===== config.mk =====
export PLATFORM = sky130hd
export DESIGN_NAME = skewed_lfo_wave_point
export DESIGN_NICKNAME = d
export VERILOG_FILES = /design/src/hdl/slwp_pkg.sv /design/src/hdl/slwp_phase.sv /design/src/hdl/slwp_div.sv /design/src/hdl/slwp_shape.sv /design/src/hdl/skewed_lfo_wave_point.sv
export SDC_FILE = /design/constraint.sdc
export NUM_CORES = 2
export LEC_CHECK = 0
export BUFFER_PORTS_ARGS = -buffer_cell sky130_fd_sc_hd__buf_2
export CORE_ASPECT_RATIO = 0.6
export CORE_UTILIZATION = 60
export CTS_BUF_LIST = sky130_fd_sc_hd__clkbuf_4
export CTS_CLUSTER_DIAMETER = 120
export DETAILED_ROUTE_END_ITERATION = 12
export PLACE_DENSITY = 0.77
export SLEW_MARGIN = 20
export SYNTH_ARGS = -nofsm -noshare
export SYNTH_HDL_FRONTEND = slang
export SYNTH_SLANG_ARGS = --single-unit

===== constraint.sdc =====
create_clock -name clk -period 14.1 [get_ports clk]
set_clock_uncertainty 0.05 [all_clocks]
set_input_delay 1.41 -clock clk [delete_from_list [all_inputs] [get_ports clk]]
set_output_delay 1.41 -clock clk [all_outputs]
set_load 0.01 [all_outputs]

===== src/hdl/slwp_pkg.sv =====
// Shared constants, tables and stage types of the skewed LFO wave point generator.
`timescale 1ns / 1ps
package slwp_pkg;

    // Field widths
    localparam int IDX_W    = 7;
    localparam int LEVEL_W  = 8;
    localparam int COUNT_W  = 7;
    localparam int STEP_W   = 16;
    localparam int WAVE_W   = 3;
    localparam int SKEW_W   = 9;
    localparam int PERIOD_W = 20;
    localparam int CFG_IDX_W  = 2;
    localparam int CFG_DATA_W = PERIOD_W;

    // Configuration register indexes
    localparam logic [CFG_IDX_W-1:0] CFG_WAVE   = 2'd0;
    localparam logic [CFG_IDX_W-1:0] CFG_SKEW   = 2'd1;
    localparam logic [CFG_IDX_W-1:0] CFG_PERIOD = 2'd2;

    // Waveform codes
    localparam logic [WAVE_W-1:0] WAVE_SINE     = 3'd1;
    localparam logic [WAVE_W-1:0] WAVE_TRIANGLE = 3'd2;
    localparam logic [WAVE_W-1:0] WAVE_SQUARE   = 3'd3;
    localparam logic [WAVE_W-1:0] WAVE_REV_SAW  = 3'd4;
    localparam logic [WAVE_W-1:0] WAVE_SAW      = 3'd5;

    // Reset values
    localparam logic [SKEW_W-1:0] SKEW_RESET = 9'd180;

    // Subdivision selection
    localparam logic [PERIOD_W-1:0] PERIOD_FINE   = 20'd2400;
    localparam logic [PERIOD_W-1:0] PERIOD_MEDIUM = 20'd600;
    localparam logic [COUNT_W-1:0]  POINTS_FINE   = 7'd120;
    localparam logic [COUNT_W-1:0]  POINTS_MEDIUM = 7'd60;
    localparam logic [COUNT_W-1:0]  POINTS_COARSE = 7'd30;

    // period / count = (period >> k) / 15, done as multiply by reciprocal
    localparam int STEP_X_W     = 19;
    localparam int STEP_RECIP_W = 20;
    localparam int STEP_PROD_W  = STEP_X_W + STEP_RECIP_W;
    localparam int STEP_SHIFT   = 23;
    localparam logic [STEP_RECIP_W-1:0] STEP_RECIP = 20'd559241;

    // Angles in degrees
    localparam int ANGLE_W      = 9;
    localparam int ANGLE_FULL_W = 11;
    localparam int DEG_STEP_W   = 4;
    localparam logic [ANGLE_W-1:0] DEG_FULL = 9'd360;
    localparam logic [ANGLE_W-1:0] SKEW_MIN = 9'd1;
    localparam logic [ANGLE_W-1:0] SKEW_MAX = 9'd359;
    localparam int DEG_HALF = 180;

    // Phase warp division: (numer << FRAC_W) / denom
    localparam int FRAC_W     = 16;
    localparam int NUM_W      = 17;
    localparam int SPAN_W     = 10;
    localparam int QUO_W      = 25;
    localparam int DIV_STEPS  = 5;
    localparam int DIV_STAGES = QUO_W / DIV_STEPS;

    // Cycles from accept edge to the edge that samples the result strobe
    localparam int PIPE_LATENCY = 4 + DIV_STAGES;

    // Phase landmarks in Q16
    localparam logic [QUO_W-1:0] Q_DEG90  = QUO_W'(90 * (2 ** FRAC_W));
    localparam logic [QUO_W-1:0] Q_DEG180 = QUO_W'(180 * (2 ** FRAC_W));
    localparam logic [QUO_W-1:0] Q_DEG270 = QUO_W'(270 * (2 ** FRAC_W));

    // Wave shaping constants
    localparam int TRI_MAG_W = 23;
    localparam int SAW_MAG_W = 24;
    localparam int SHAPE_PROD_W = 27;
    localparam int V_W = 10;
    localparam logic [3:0] TRI_GAIN = 4'd10;
    localparam logic [2:0] SAW_GAIN = 3'd5;
    localparam int NINTH_W = 10;
    localparam logic [NINTH_W-1:0] NINTH_RECIP = 10'd911;
    localparam int NINTH_SHIFT = 13;
    localparam int MAG_W = 7;
    localparam int THIRD_W = 8;
    localparam logic [THIRD_W-1:0] THIRD_RECIP = 8'd171;
    localparam int THIRD_SHIFT = 9;
    localparam logic signed [LEVEL_W-1:0] LEVEL_FULL = 8'sd100;

    // Cosine levels, one entry per 3 degrees
    localparam int TABLE_POINTS = 120;
    localparam int CI_W = 7;
    localparam logic [CI_W:0] CI_MAX = (CI_W + 1)'(TABLE_POINTS - 1);
    localparam logic signed [LEVEL_W-1:0] COS_TABLE [0:TABLE_POINTS-1] = '{
        100, 99, 99, 98, 97, 96, 95, 93, 91, 89,
         86, 83, 80, 77, 74, 70, 66, 62, 58, 54,
         50, 45, 40, 35, 30, 25, 20, 15, 10,  5,
          0, -5,-10,-15,-20,-25,-30,-35,-40,-45,
        -50,-54,-58,-62,-66,-70,-74,-77,-80,-83,
        -86,-89,-91,-93,-95,-96,-97,-98,-99,-99,
       -100,-99,-99,-98,-97,-96,-95,-93,-91,-89,
        -86,-83,-80,-77,-74,-70,-66,-62,-58,-54,
        -50,-45,-40,-35,-30,-25,-20,-15,-10, -5,
          0,  5, 10, 15, 20, 25, 30, 35, 40, 45,
         50, 54, 58, 62, 66, 70, 74, 77, 80, 83,
         86, 89, 91, 93, 95, 96, 97, 98, 99, 99
    };

    // Operand word handed to the divider
    typedef struct packed {
        logic               valid;
        logic               in_range;
        logic               a_le_s;
        logic [NUM_W-1:0]   numer;
        logic [SKEW_W-1:0]  denom;
    } slwp_div_in_t;

    // One divider stage: partial remainder and dividend/quotient shift word
    typedef struct packed {
        logic               valid;
        logic               in_range;
        logic               a_le_s;
        logic [SKEW_W-1:0]  denom;
        logic [SKEW_W-1:0]  rem;
        logic [QUO_W-1:0]   bits;
    } slwp_div_st_t;

    // Warped phase word handed to the wave shaper
    typedef struct packed {
        logic               valid;
        logic               in_range;
        logic               a_le_s;
        logic [QUO_W-1:0]   phase;
    } slwp_phase_t;

    // Subdivision count chosen by period time
    function automatic logic [COUNT_W-1:0] points_for(input logic [PERIOD_W-1:0] period);
        logic [COUNT_W-1:0] pts;
        if (period >= PERIOD_FINE)
            pts = POINTS_FINE;
        else if (period >= PERIOD_MEDIUM)
            pts = POINTS_MEDIUM;
        else
            pts = POINTS_COARSE;
        return pts;
    endfunction

endpackage


===== src/hdl/slwp_phase.sv =====
// Point angle and phase warp operands: two pipeline stages ahead of the divider.
`timescale 1ns / 1ps
module slwp_phase
(
    input  logic                          clk,
    input  logic                          rst_n,
    input  logic                          accept,
    input  logic [slwp_pkg::IDX_W-1:0]    point_index,
    input  logic [slwp_pkg::COUNT_W-1:0]  points,
    input  logic [slwp_pkg::SKEW_W-1:0]   skew,
    output slwp_pkg::slwp_div_in_t        div_in
);
    import slwp_pkg::*;

    logic                    a_valid_reg;
    logic                    a_in_range_reg;
    logic                    a_in_range_next;
    logic [ANGLE_W-1:0]      a_angle_reg;
    logic [ANGLE_W-1:0]      a_angle_next;
    logic [DEG_STEP_W-1:0]   deg_step;
    logic [ANGLE_FULL_W-1:0] angle_full;

    slwp_div_in_t            div_in_reg;
    slwp_div_in_t            div_in_next;
    logic [SKEW_W-1:0]       s_clamped;
    logic [ANGLE_FULL_W-1:0] span_full;
    logic [SPAN_W-1:0]       span;
    logic                    a_le_s;

    // Stage A: degrees per point and point angle
    always_comb
    begin
        case (points)
            POINTS_FINE:   deg_step = 4'd3;
            POINTS_MEDIUM: deg_step = 4'd6;
            default:       deg_step = 4'd12;
        endcase
        angle_full      = ANGLE_FULL_W'(point_index) * ANGLE_FULL_W'(deg_step);
        a_angle_next    = angle_full[ANGLE_W-1:0];
        a_in_range_next = (point_index < points);
    end

    always_ff @(posedge clk or negedge rst_n)
    begin
        if (!rst_n)
        begin
            a_valid_reg <= 1'b0;
        end
        else
        begin
            a_valid_reg <= accept;
        end
    end

    always_ff @(posedge clk)
    begin
        a_angle_reg    <= a_angle_next;
        a_in_range_reg <= a_in_range_next;
    end

    // Stage B: clamp skew, pick warp segment, form numerator and divisor
    always_comb
    begin
        if (skew < SKEW_MIN)
            s_clamped = SKEW_MIN;
        else if (skew > SKEW_MAX)
            s_clamped = SKEW_MAX;
        else
            s_clamped = skew;

        a_le_s    = (a_angle_reg <= s_clamped);
        // a + 360 - 2s, positive whenever a is past the inflection
        span_full = ANGLE_FULL_W'(a_angle_reg) + ANGLE_FULL_W'(DEG_FULL)
                    - {1'b0, s_clamped, 1'b0};
        span      = span_full[SPAN_W-1:0];

        div_in_next.valid    = a_valid_reg;
        div_in_next.in_range = a_in_range_reg;
        div_in_next.a_le_s   = a_le_s;
        if (a_le_s)
        begin
            div_in_next.numer = NUM_W'(a_angle_reg) * NUM_W'(DEG_HALF);
            div_in_next.denom = s_clamped;
        end
        else
        begin
            div_in_next.numer = NUM_W'(span) * NUM_W'(DEG_HALF);
            div_in_next.denom = DEG_FULL - s_clamped;
        end
    end

    always_ff @(posedge clk or negedge rst_n)
    begin
        if (!rst_n)
        begin
            div_in_reg <= '0;
        end
        else
        begin
            div_in_reg <= div_in_next;
        end
    end

    assign div_in = div_in_reg;

endmodule


===== src/hdl/slwp_div.sv =====
// Pipelined restoring divider: warped phase in Q16, several quotient bits per stage.
`timescale 1ns / 1ps
module slwp_div
(
    input  logic                    clk,
    input  logic                    rst_n,
    input  slwp_pkg::slwp_div_in_t  div_in,
    output slwp_pkg::slwp_phase_t   phase_out
);
    import slwp_pkg::*;

    slwp_div_st_t st [0:DIV_STAGES];

    // Dividend is numer << FRAC_W; its top bits are already below the divisor
    always_comb
    begin
        st[0].valid    = div_in.valid;
        st[0].in_range = div_in.in_range;
        st[0].a_le_s   = div_in.a_le_s;
        st[0].denom    = div_in.denom;
        st[0].rem      = SKEW_W'(div_in.numer[NUM_W-1:QUO_W-FRAC_W]);
        st[0].bits     = {div_in.numer[QUO_W-FRAC_W-1:0], {FRAC_W{1'b0}}};
    end

    for (genvar k = 0; k < DIV_STAGES; k++)
    begin : g_stage
        slwp_div_st_t st_next;

        // DIV_STEPS shift-compare-subtract steps
        always_comb
        begin : steps
            logic [SKEW_W:0]   trial;
            logic [SKEW_W-1:0] rem;
            logic [QUO_W-1:0]  bits;
            logic              qbit;
            rem  = st[k].rem;
            bits = st[k].bits;
            for (int i = 0; i < DIV_STEPS; i++)
            begin
                trial = {rem, bits[QUO_W-1]};
                qbit  = (trial >= {1'b0, st[k].denom});
                if (qbit)
                    trial = trial - {1'b0, st[k].denom};
                rem  = trial[SKEW_W-1:0];
                bits = {bits[QUO_W-2:0], qbit};
            end
            st_next       = st[k];
            st_next.rem   = rem;
            st_next.bits  = bits;
        end

        always_ff @(posedge clk or negedge rst_n)
        begin
            if (!rst_n)
            begin
                st[k+1] <= '0;
            end
            else
            begin
                st[k+1] <= st_next;
            end
        end
    end

    // After the last stage the shift word holds the quotient
    assign phase_out.valid    = st[DIV_STAGES].valid;
    assign phase_out.in_range = st[DIV_STAGES].in_range;
    assign phase_out.a_le_s   = st[DIV_STAGES].a_le_s;
    assign phase_out.phase    = st[DIV_STAGES].bits;

endmodule


===== src/hdl/slwp_shape.sv =====
// Wave shaper: turns the warped phase into the level of the selected waveform.
`timescale 1ns / 1ps
module slwp_shape
(
    input  logic                                clk,
    input  logic                                rst_n,
    input  slwp_pkg::slwp_phase_t               phase_in,
    input  logic [slwp_pkg::WAVE_W-1:0]         wave,
    output logic                                done,
    output logic signed [slwp_pkg::LEVEL_W-1:0] level
);
    import slwp_pkg::*;

    logic [QUO_W-1:0]   q;
    logic [ANGLE_W-1:0] q_deg;
    logic [ANGLE_W+THIRD_W-1:0] third_prod;
    logic [CI_W:0]      ci_raw;
    logic [CI_W-1:0]    ci_next;
    logic [QUO_W-1:0]   tri_diff;
    logic               tri_neg;
    logic [QUO_W-1:0]   saw_diff;
    logic               saw_neg;
    logic [SHAPE_PROD_W-1:0] tri_prod;
    logic [SHAPE_PROD_W-1:0] saw_prod;
    logic [V_W-1:0]     v_next;
    logic               neg_next;

    logic               c_valid_reg;
    logic               c_in_range_reg;
    logic               c_a_le_s_reg;
    logic [WAVE_W-1:0]  c_wave_reg;
    logic [CI_W-1:0]    c_ci_reg;
    logic [V_W-1:0]     c_v_reg;
    logic               c_neg_reg;

    logic [V_W+NINTH_W-1:0]   ninth_prod;
    logic [MAG_W-1:0]         mag;
    logic signed [LEVEL_W-1:0] ramp_level;
    logic signed [LEVEL_W-1:0] level_next;
    logic signed [LEVEL_W-1:0] level_reg;
    logic                     done_reg;

    // Stage C: table index and scaled ramp magnitudes
    always_comb
    begin
        q          = phase_in.phase;
        q_deg      = q[QUO_W-1:FRAC_W];
        third_prod = (ANGLE_W+THIRD_W)'(q_deg) * (ANGLE_W+THIRD_W)'(THIRD_RECIP);
        ci_raw     = third_prod[THIRD_SHIFT +: CI_W+1];
        ci_next    = (ci_raw > CI_MAX) ? CI_MAX[CI_W-1:0] : ci_raw[CI_W-1:0];

        // Triangle: distance to 270 above the half turn, else to 90
        if (q > Q_DEG180)
        begin
            if (q >= Q_DEG270)
            begin
                tri_diff = q - Q_DEG270;
                tri_neg  = 1'b1;
            end
            else
            begin
                tri_diff = Q_DEG270 - q;
                tri_neg  = 1'b0;
            end
        end
        else
        begin
            if (q <= Q_DEG90)
            begin
                tri_diff = Q_DEG90 - q;
                tri_neg  = 1'b1;
            end
            else
            begin
                tri_diff = q - Q_DEG90;
                tri_neg  = 1'b0;
            end
        end

        // Saw: signed distance from the half turn
        if (q >= Q_DEG180)
        begin
            saw_diff = q - Q_DEG180;
            saw_neg  = 1'b0;
        end
        else
        begin
            saw_diff = Q_DEG180 - q;
            saw_neg  = 1'b1;
        end

        tri_prod = SHAPE_PROD_W'(tri_diff[TRI_MAG_W-1:0]) * SHAPE_PROD_W'(TRI_GAIN);
        saw_prod = SHAPE_PROD_W'(saw_diff[SAW_MAG_W-1:0]) * SHAPE_PROD_W'(SAW_GAIN);

        case (wave)
            WAVE_TRIANGLE:
            begin
                v_next   = tri_prod[FRAC_W +: V_W];
                neg_next = tri_neg;
            end
            WAVE_REV_SAW:
            begin
                v_next   = saw_prod[FRAC_W +: V_W];
                neg_next = !saw_neg;
            end
            default:
            begin
                v_next   = saw_prod[FRAC_W +: V_W];
                neg_next = saw_neg;
            end
        endcase
    end

    always_ff @(posedge clk or negedge rst_n)
    begin
        if (!rst_n)
        begin
            c_valid_reg <= 1'b0;
        end
        else
        begin
            c_valid_reg <= phase_in.valid;
        end
    end

    always_ff @(posedge clk)
    begin
        c_in_range_reg <= phase_in.in_range;
        c_a_le_s_reg   <= phase_in.a_le_s;
        c_wave_reg     <= wave;
        c_ci_reg       <= ci_next;
        c_v_reg        <= v_next;
        c_neg_reg      <= neg_next;
    end

    // Stage D: divide ramp by nine, select level, output register
    always_comb
    begin
        ninth_prod = (V_W+NINTH_W)'(c_v_reg) * (V_W+NINTH_W)'(NINTH_RECIP);
        mag        = ninth_prod[NINTH_SHIFT +: MAG_W];
        ramp_level = c_neg_reg ? -$signed({1'b0, mag}) : $signed({1'b0, mag});

        case (c_wave_reg)
            WAVE_SINE:     level_next = -COS_TABLE[c_ci_reg];
            WAVE_TRIANGLE: level_next = ramp_level;
            WAVE_SQUARE:   level_next = c_a_le_s_reg ? -LEVEL_FULL : LEVEL_FULL;
            WAVE_REV_SAW:  level_next = ramp_level;
            WAVE_SAW:      level_next = ramp_level;
            default:       level_next = '0;
        endcase
        if (!c_in_range_reg)
            level_next = '0;
    end

    always_ff @(posedge clk or negedge rst_n)
    begin
        if (!rst_n)
        begin
            done_reg <= 1'b0;
        end
        else
        begin
            done_reg <= c_valid_reg;
        end
    end

    always_ff @(posedge clk)
    begin
        level_reg <= level_next;
    end

    assign done  = done_reg;
    assign level = level_reg;

endmodule


===== src/hdl/skewed_lfo_wave_point.sv =====
// Top level of the skewed LFO wave point generator: registers, step time and pipeline.
`timescale 1ns / 1ps
// A point index is taken on every clock edge where start is high; busy never rises,
// so one word can enter each cycle. Each word passes two angle stages, five divider
// stages of five quotient bits each and two shaping stages, and its result is shown
// for one cycle with done high; the receiver cannot stall, so results must be
// captured as they come. Register writes take effect on the next word; step_time
// follows a period write through the step product and step registers. Write
// registers only while no word is in flight.
module skewed_lfo_wave_point
(
    input  logic                                 clk,
    input  logic                                 rst_n,
    input  logic                                 start,
    output logic                                 busy,
    input  logic [slwp_pkg::IDX_W-1:0]           point_index,
    input  logic                                 cfg_valid,
    output logic                                 cfg_ready,
    input  logic [slwp_pkg::CFG_IDX_W-1:0]       cfg_index,
    input  logic [slwp_pkg::CFG_DATA_W-1:0]      cfg_data,
    output logic                                 done,
    output logic signed [slwp_pkg::LEVEL_W-1:0]  level,
    output logic [slwp_pkg::COUNT_W-1:0]         points_in_use,
    output logic [slwp_pkg::STEP_W-1:0]          step_time
);
    import slwp_pkg::*;

    logic [WAVE_W-1:0]      wave_reg;
    logic [SKEW_W-1:0]      skew_reg;
    logic [PERIOD_W-1:0]    period_reg;
    logic [COUNT_W-1:0]     points;
    logic [STEP_X_W-1:0]    step_x;
    logic [STEP_PROD_W-1:0] step_prod_reg;
    logic [STEP_PROD_W-1:0] step_prod_next;
    logic [STEP_W-1:0]      step_reg;
    logic                   accept;
    slwp_div_in_t           div_in;
    slwp_phase_t            phase;

    assign busy      = 1'b0;
    assign cfg_ready = 1'b1;
    assign accept    = start && !busy;

    // Configuration registers
    always_ff @(posedge clk or negedge rst_n)
    begin
        if (!rst_n)
        begin
            wave_reg   <= '0;
            skew_reg   <= SKEW_RESET;
            period_reg <= '0;
        end
        else if (cfg_valid && cfg_ready)
        begin
            unique case (cfg_index)
                CFG_WAVE:   wave_reg   <= cfg_data[WAVE_W-1:0];
                CFG_SKEW:   skew_reg   <= cfg_data[SKEW_W-1:0];
                CFG_PERIOD: period_reg <= cfg_data[PERIOD_W-1:0];
                default:    ;
            endcase
        end
    end

    // Subdivision count and step time: period / count = (period >> k) / 15
    always_comb
    begin
        points = points_for(period_reg);
        case (points)
            POINTS_FINE:   step_x = STEP_X_W'(period_reg >> 3);
            POINTS_MEDIUM: step_x = STEP_X_W'(period_reg >> 2);
            default:       step_x = STEP_X_W'(period_reg >> 1);
        endcase
        step_prod_next = STEP_PROD_W'(step_x) * STEP_PROD_W'(STEP_RECIP);
    end

    always_ff @(posedge clk)
    begin
        step_prod_reg <= step_prod_next;
        step_reg      <= step_prod_reg[STEP_SHIFT +: STEP_W];
    end

    // Point pipeline
    slwp_phase u_phase
    (
        .clk         (clk),
        .rst_n       (rst_n),
        .accept      (accept),
        .point_index (point_index),
        .points      (points),
        .skew        (skew_reg),
        .div_in      (div_in)
    );

    slwp_div u_div
    (
        .clk       (clk),
        .rst_n     (rst_n),
        .div_in    (div_in),
        .phase_out (phase)
    );

    slwp_shape u_shape
    (
        .clk      (clk),
        .rst_n    (rst_n),
        .phase_in (phase),
        .wave     (wave_reg),
        .done     (done),
        .level    (level)
    );

    assign points_in_use = points;
    assign step_time     = step_reg;

endmodule


==> flow_summary.toml <==
[global_route]
grt_max_degree = 97
first_pass_grt_wire_length_um = 135000
antenna_found_initial = 5
first_global_vias = 25433
track_usage_pct = 29.7
globalRoute.totalOverflow = 0

[setup_path]
crit_path_top_delay_cell = "sky130_fd_sc_hd__nor3_1"
peak_per_stage_delay_on_the_critical_path_ns = 0.94
worst_ep_required_time_ns = 14.69
cp_top_family = "compound AO/OA/AOI/OAI gates"
worst-path-max-fanout = 31
worst-path-buf-inv = 3
worst-setup-path-type = "reg2reg"
critPathLaunchType = "flip-flop"
worstSetupEndpointType = "flip-flop"
cp.arrival_ns = 13.52
ff2ff_setup_slack_ns = 1.17

[sta]
holdWs_ns = 0.265
final-hold-violation-count = 0
timing.max_slew.rel_slack_pct = 31.4
tns_ns = 0
post-route-period-util_pct = 91.7
timing.fmax_ghz = 0.0773
worstMarginPinSlew_ns = 1.02
finalCriticalPeriod_ns = 12.93
grt_setup_unrepaired = "no"
slew_viol_final = 0
finalSetupViolations = 0

[synth]
synth_top_area_share_pct = 23.5
netlist_area_mm2 = 0.0335
number_of_distinct_library_cells_after_synthesis = 88
largest_cells_by_area_after_synthesis = "sky130_fd_sc_hd__ha_1, sky130_fd_sc_hd__dfrtp_1, sky130_fd_sc_hd__fa_1"
count_of_warnings_emitted_by_yosys = 0
number_of_flops_mapped_to_enable_cells_by_yosys = 0
postSynth.topFlopCell = "sky130_fd_sc_hd__dfrtp_1"
cell_taking_the_most_area_after_synthesis = "sky130_fd_sc_hd__ha_1"
ys_ff_latch = 298
number_of_cells_produced_by_synthesis = 3676
synth_seq_area_share_pct = 21.2
asyncSetResetFlopFracSynth_pct = 75.5
avgSynthCellArea_um2 = 9.12

[drt]
antenna_nets_post_route = 0
drt-pass1-iter-count = 6
vias_per_cell = 5.93
per_cell_routed_wire_length_um = 18.1
postRouteWirelength_um = 82400
route.vias.total = 27026
remaining_drc_errors = 0
initial_drc_count = 2710

[layout]
fraction_of_layout_instances_using_a_drive_strength_above_1_pct = 9.48
max_reg_flops = 98
area.sequential_mm2 = 0.00710
multi_input_comb_area_mm2 = 0.0247
final.fill_count = 4543
stdcell_count = 4557
num-nets-final = 4544
syn2layout_area_growth_pct = 5.77

[clocking]
clk_pin_slew_worst_paths_ns = 0.08
cts_made_buffers = 74
clock_sink_count = 298
postCtsResizedCells = 0
postCtsSetupBuffers = 0
cts_tree = "yes"
clock_path_buffers = 3
clk_latency_ns = 0.84
htree_num_levels = 3
ctsHoldBuffers = 0
clk_root_buffer_cell = "sky130_fd_sc_hd__clkbuf_4"

[floorplan]
design.portCount = 67
design.die.area_mm2 = 0.0568
core_rows = 66
coreArea_mm2 = 0.0547
initial_core_util_pct = 61.3
die-width_um = 307
fp.dieH_um = 185

[placed_design]
place.port_buffers = 61
placedCellCount = 4428
hpwl_um = 67200
routabilityCongestion = 0.977

[worst_hold_path]
worst_hold_path_type = "reg2reg"

[status]
result_of_the_run = "completed"

[job]
cap_viol_max_count = 0
[placed cells by master, fill, tap and decap left out, types with 11 or more instances in the layout]
cell type	count
sky130_fd_sc_hd__o21bai_1	29
sky130_fd_sc_hd__mux2_2	122
sky130_fd_sc_hd__dfxtp_1	73
sky130_fd_sc_hd__fa_1	125
sky130_fd_sc_hd__nor2b_1	73
sky130_fd_sc_hd__ha_1	629
sky130_fd_sc_hd__clkinv_1	15
sky130_fd_sc_hd__buf_2	60
sky130_fd_sc_hd__clkbuf_4	100
sky130_fd_sc_hd__inv_1	382
sky130_fd_sc_hd__nand4_1	23
sky130_fd_sc_hd__nand3_1	49
sky130_fd_sc_hd__o221ai_1	14
sky130_fd_sc_hd__nor4_1	15
sky130_fd_sc_hd__xnor2_1	190
sky130_fd_sc_hd__nand2b_1	54
sky130_fd_sc_hd__nor3_1	60
sky130_fd_sc_hd__o21ai_0	167
sky130_fd_sc_hd__a221o_1	13
sky130_fd_sc_hd__dfrtp_1	221
sky130_fd_sc_hd__a21oi_1	232
sky130_fd_sc_hd__a211oi_1	34
sky130_fd_sc_hd__xor2_1	97
sky130_fd_sc_hd__or3_1	30
sky130_fd_sc_hd__a21boi_0	14
sky130_fd_sc_hd__nor2_1	223
sky130_fd_sc_hd__a211o_1	18
sky130_fd_sc_hd__o211ai_1	15
sky130_fd_sc_hd__nand2_1	200
sky130_fd_sc_hd__o21a_1	40
sky130_fd_sc_hd__or2_2	13
sky130_fd_sc_hd__a221oi_1	13
sky130_fd_sc_hd__a21o_1	111
sky130_fd_sc_hd__mux2i_1	32
sky130_fd_sc_hd__and2_1	27
sky130_fd_sc_hd__o31ai_1	22
sky130_fd_sc_hd__conb_1	11
sky130_fd_sc_hd__and3_1	23
sky130_fd_sc_hd__a31oi_1	24
[metal layers]
metal  global-route usage (%)  up-vias  routed length (um)
li1                         -    13232                   -
met1                     47.2    12656               42200
met2                     37.7     1047               30000
met3                     9.55       89                9110
met4                     6.01        2                1060
met5                        0        -                  13
[synth_stat cells, types with 11 or more instances]
cell / number
sky130_fd_sc_hd__a21boi_0: 14
sky130_fd_sc_hd__a221o_1: 13
sky130_fd_sc_hd__xor2_1: 97
sky130_fd_sc_hd__and2_1: 27
sky130_fd_sc_hd__mux2_2: 122
sky130_fd_sc_hd__a211o_1: 18
sky130_fd_sc_hd__nand2_1: 200
sky130_fd_sc_hd__nand3_1: 49
sky130_fd_sc_hd__nor3b_1: 11
sky130_fd_sc_hd__a21o_1: 111
sky130_fd_sc_hd__nor2_1: 224
sky130_fd_sc_hd__o21ai_0: 168
sky130_fd_sc_hd__o21a_1: 40
sky130_fd_sc_hd__a221oi_1: 13
sky130_fd_sc_hd__mux2i_1: 34
sky130_fd_sc_hd__or2_2: 13
sky130_fd_sc_hd__o211ai_1: 15
sky130_fd_sc_hd__o221ai_1: 14
sky130_fd_sc_hd__xnor2_1: 190
sky130_fd_sc_hd__a31oi_1: 24
sky130_fd_sc_hd__a21oi_1: 232
sky130_fd_sc_hd__ha_1: 629
sky130_fd_sc_hd__clkbuf_1: 66
sky130_fd_sc_hd__nand2b_1: 54
sky130_fd_sc_hd__dfrtp_1: 221
sky130_fd_sc_hd__o31ai_1: 22
sky130_fd_sc_hd__nor3_1: 60
sky130_fd_sc_hd__o21bai_1: 29
sky130_fd_sc_hd__dfxtp_1: 73
sky130_fd_sc_hd__nand4_1: 23
sky130_fd_sc_hd__fa_1: 125
sky130_fd_sc_hd__and3_1: 23
sky130_fd_sc_hd__nor2b_1: 73
sky130_fd_sc_hd__or3_1: 30
sky130_fd_sc_hd__inv_1: 382
sky130_fd_sc_hd__nor4_1: 15
sky130_fd_sc_hd__a211oi_1: 34
[worst paths after layout]
| path | startpoint | end | cells after the start |
|---|---|---|---|
| max | u_phase.div_in[1] | u_div.st[211] | 46 |
| min | u_div.g_stage[4].st_next[22] | u_div.phase_out[22] | 0 |
| max reg2reg | u_phase.div_in[1] | u_div.st[211] | 46 |
| min reg2reg | u_div.g_stage[4].st_next[22] | u_div.phase_out[22] | 0 |
| max in group asynchronous | rst_n | u_div.g_stage[3].st_next[15] | 3 |
| min in group asynchronous | rst_n | u_div.phase_out[0] | 1 |
[logic make-up after synthesis]
group	Yosys count	synth area share, %
XOR/XNOR	287	7.50
buffers and inverters	468	5.33
AND/OR/NAND/NOR	845	12.5
AO/OA/AOI/OAI	859	17.0
other	2	0.0224
flip-flops	298	21.2
multiplexers	162	5.49
adder cells (fa/ha/maj)	755	31.0
[cell type report]
type,instances,area share (%)
well taps,748,2.64
repair buffers,72,1.12
clock buffers,100,2.12
inverters,392,4.17
diodes,2,0.0141
clock inverters,26,0.307
multi-input cells,2919,69.6
flip-flops and latches,298,20.0
[stage by stage]
stage                     setup WS [ns]  utilization [%]  instance area [um^2]
final                              1.17             64.8                 35400
after global routing              0.209             64.8                 35400
after CTS                          1.48             64.8                 35400
after detailed placement           1.57             63.2                 34600
after global placement             1.91             63.2                 34600
after floorplan                    3.38                -                 33500
Power is not shown: default switching activity piles up to over one toggle a cycle in this logic, so the estimate is an artifact.
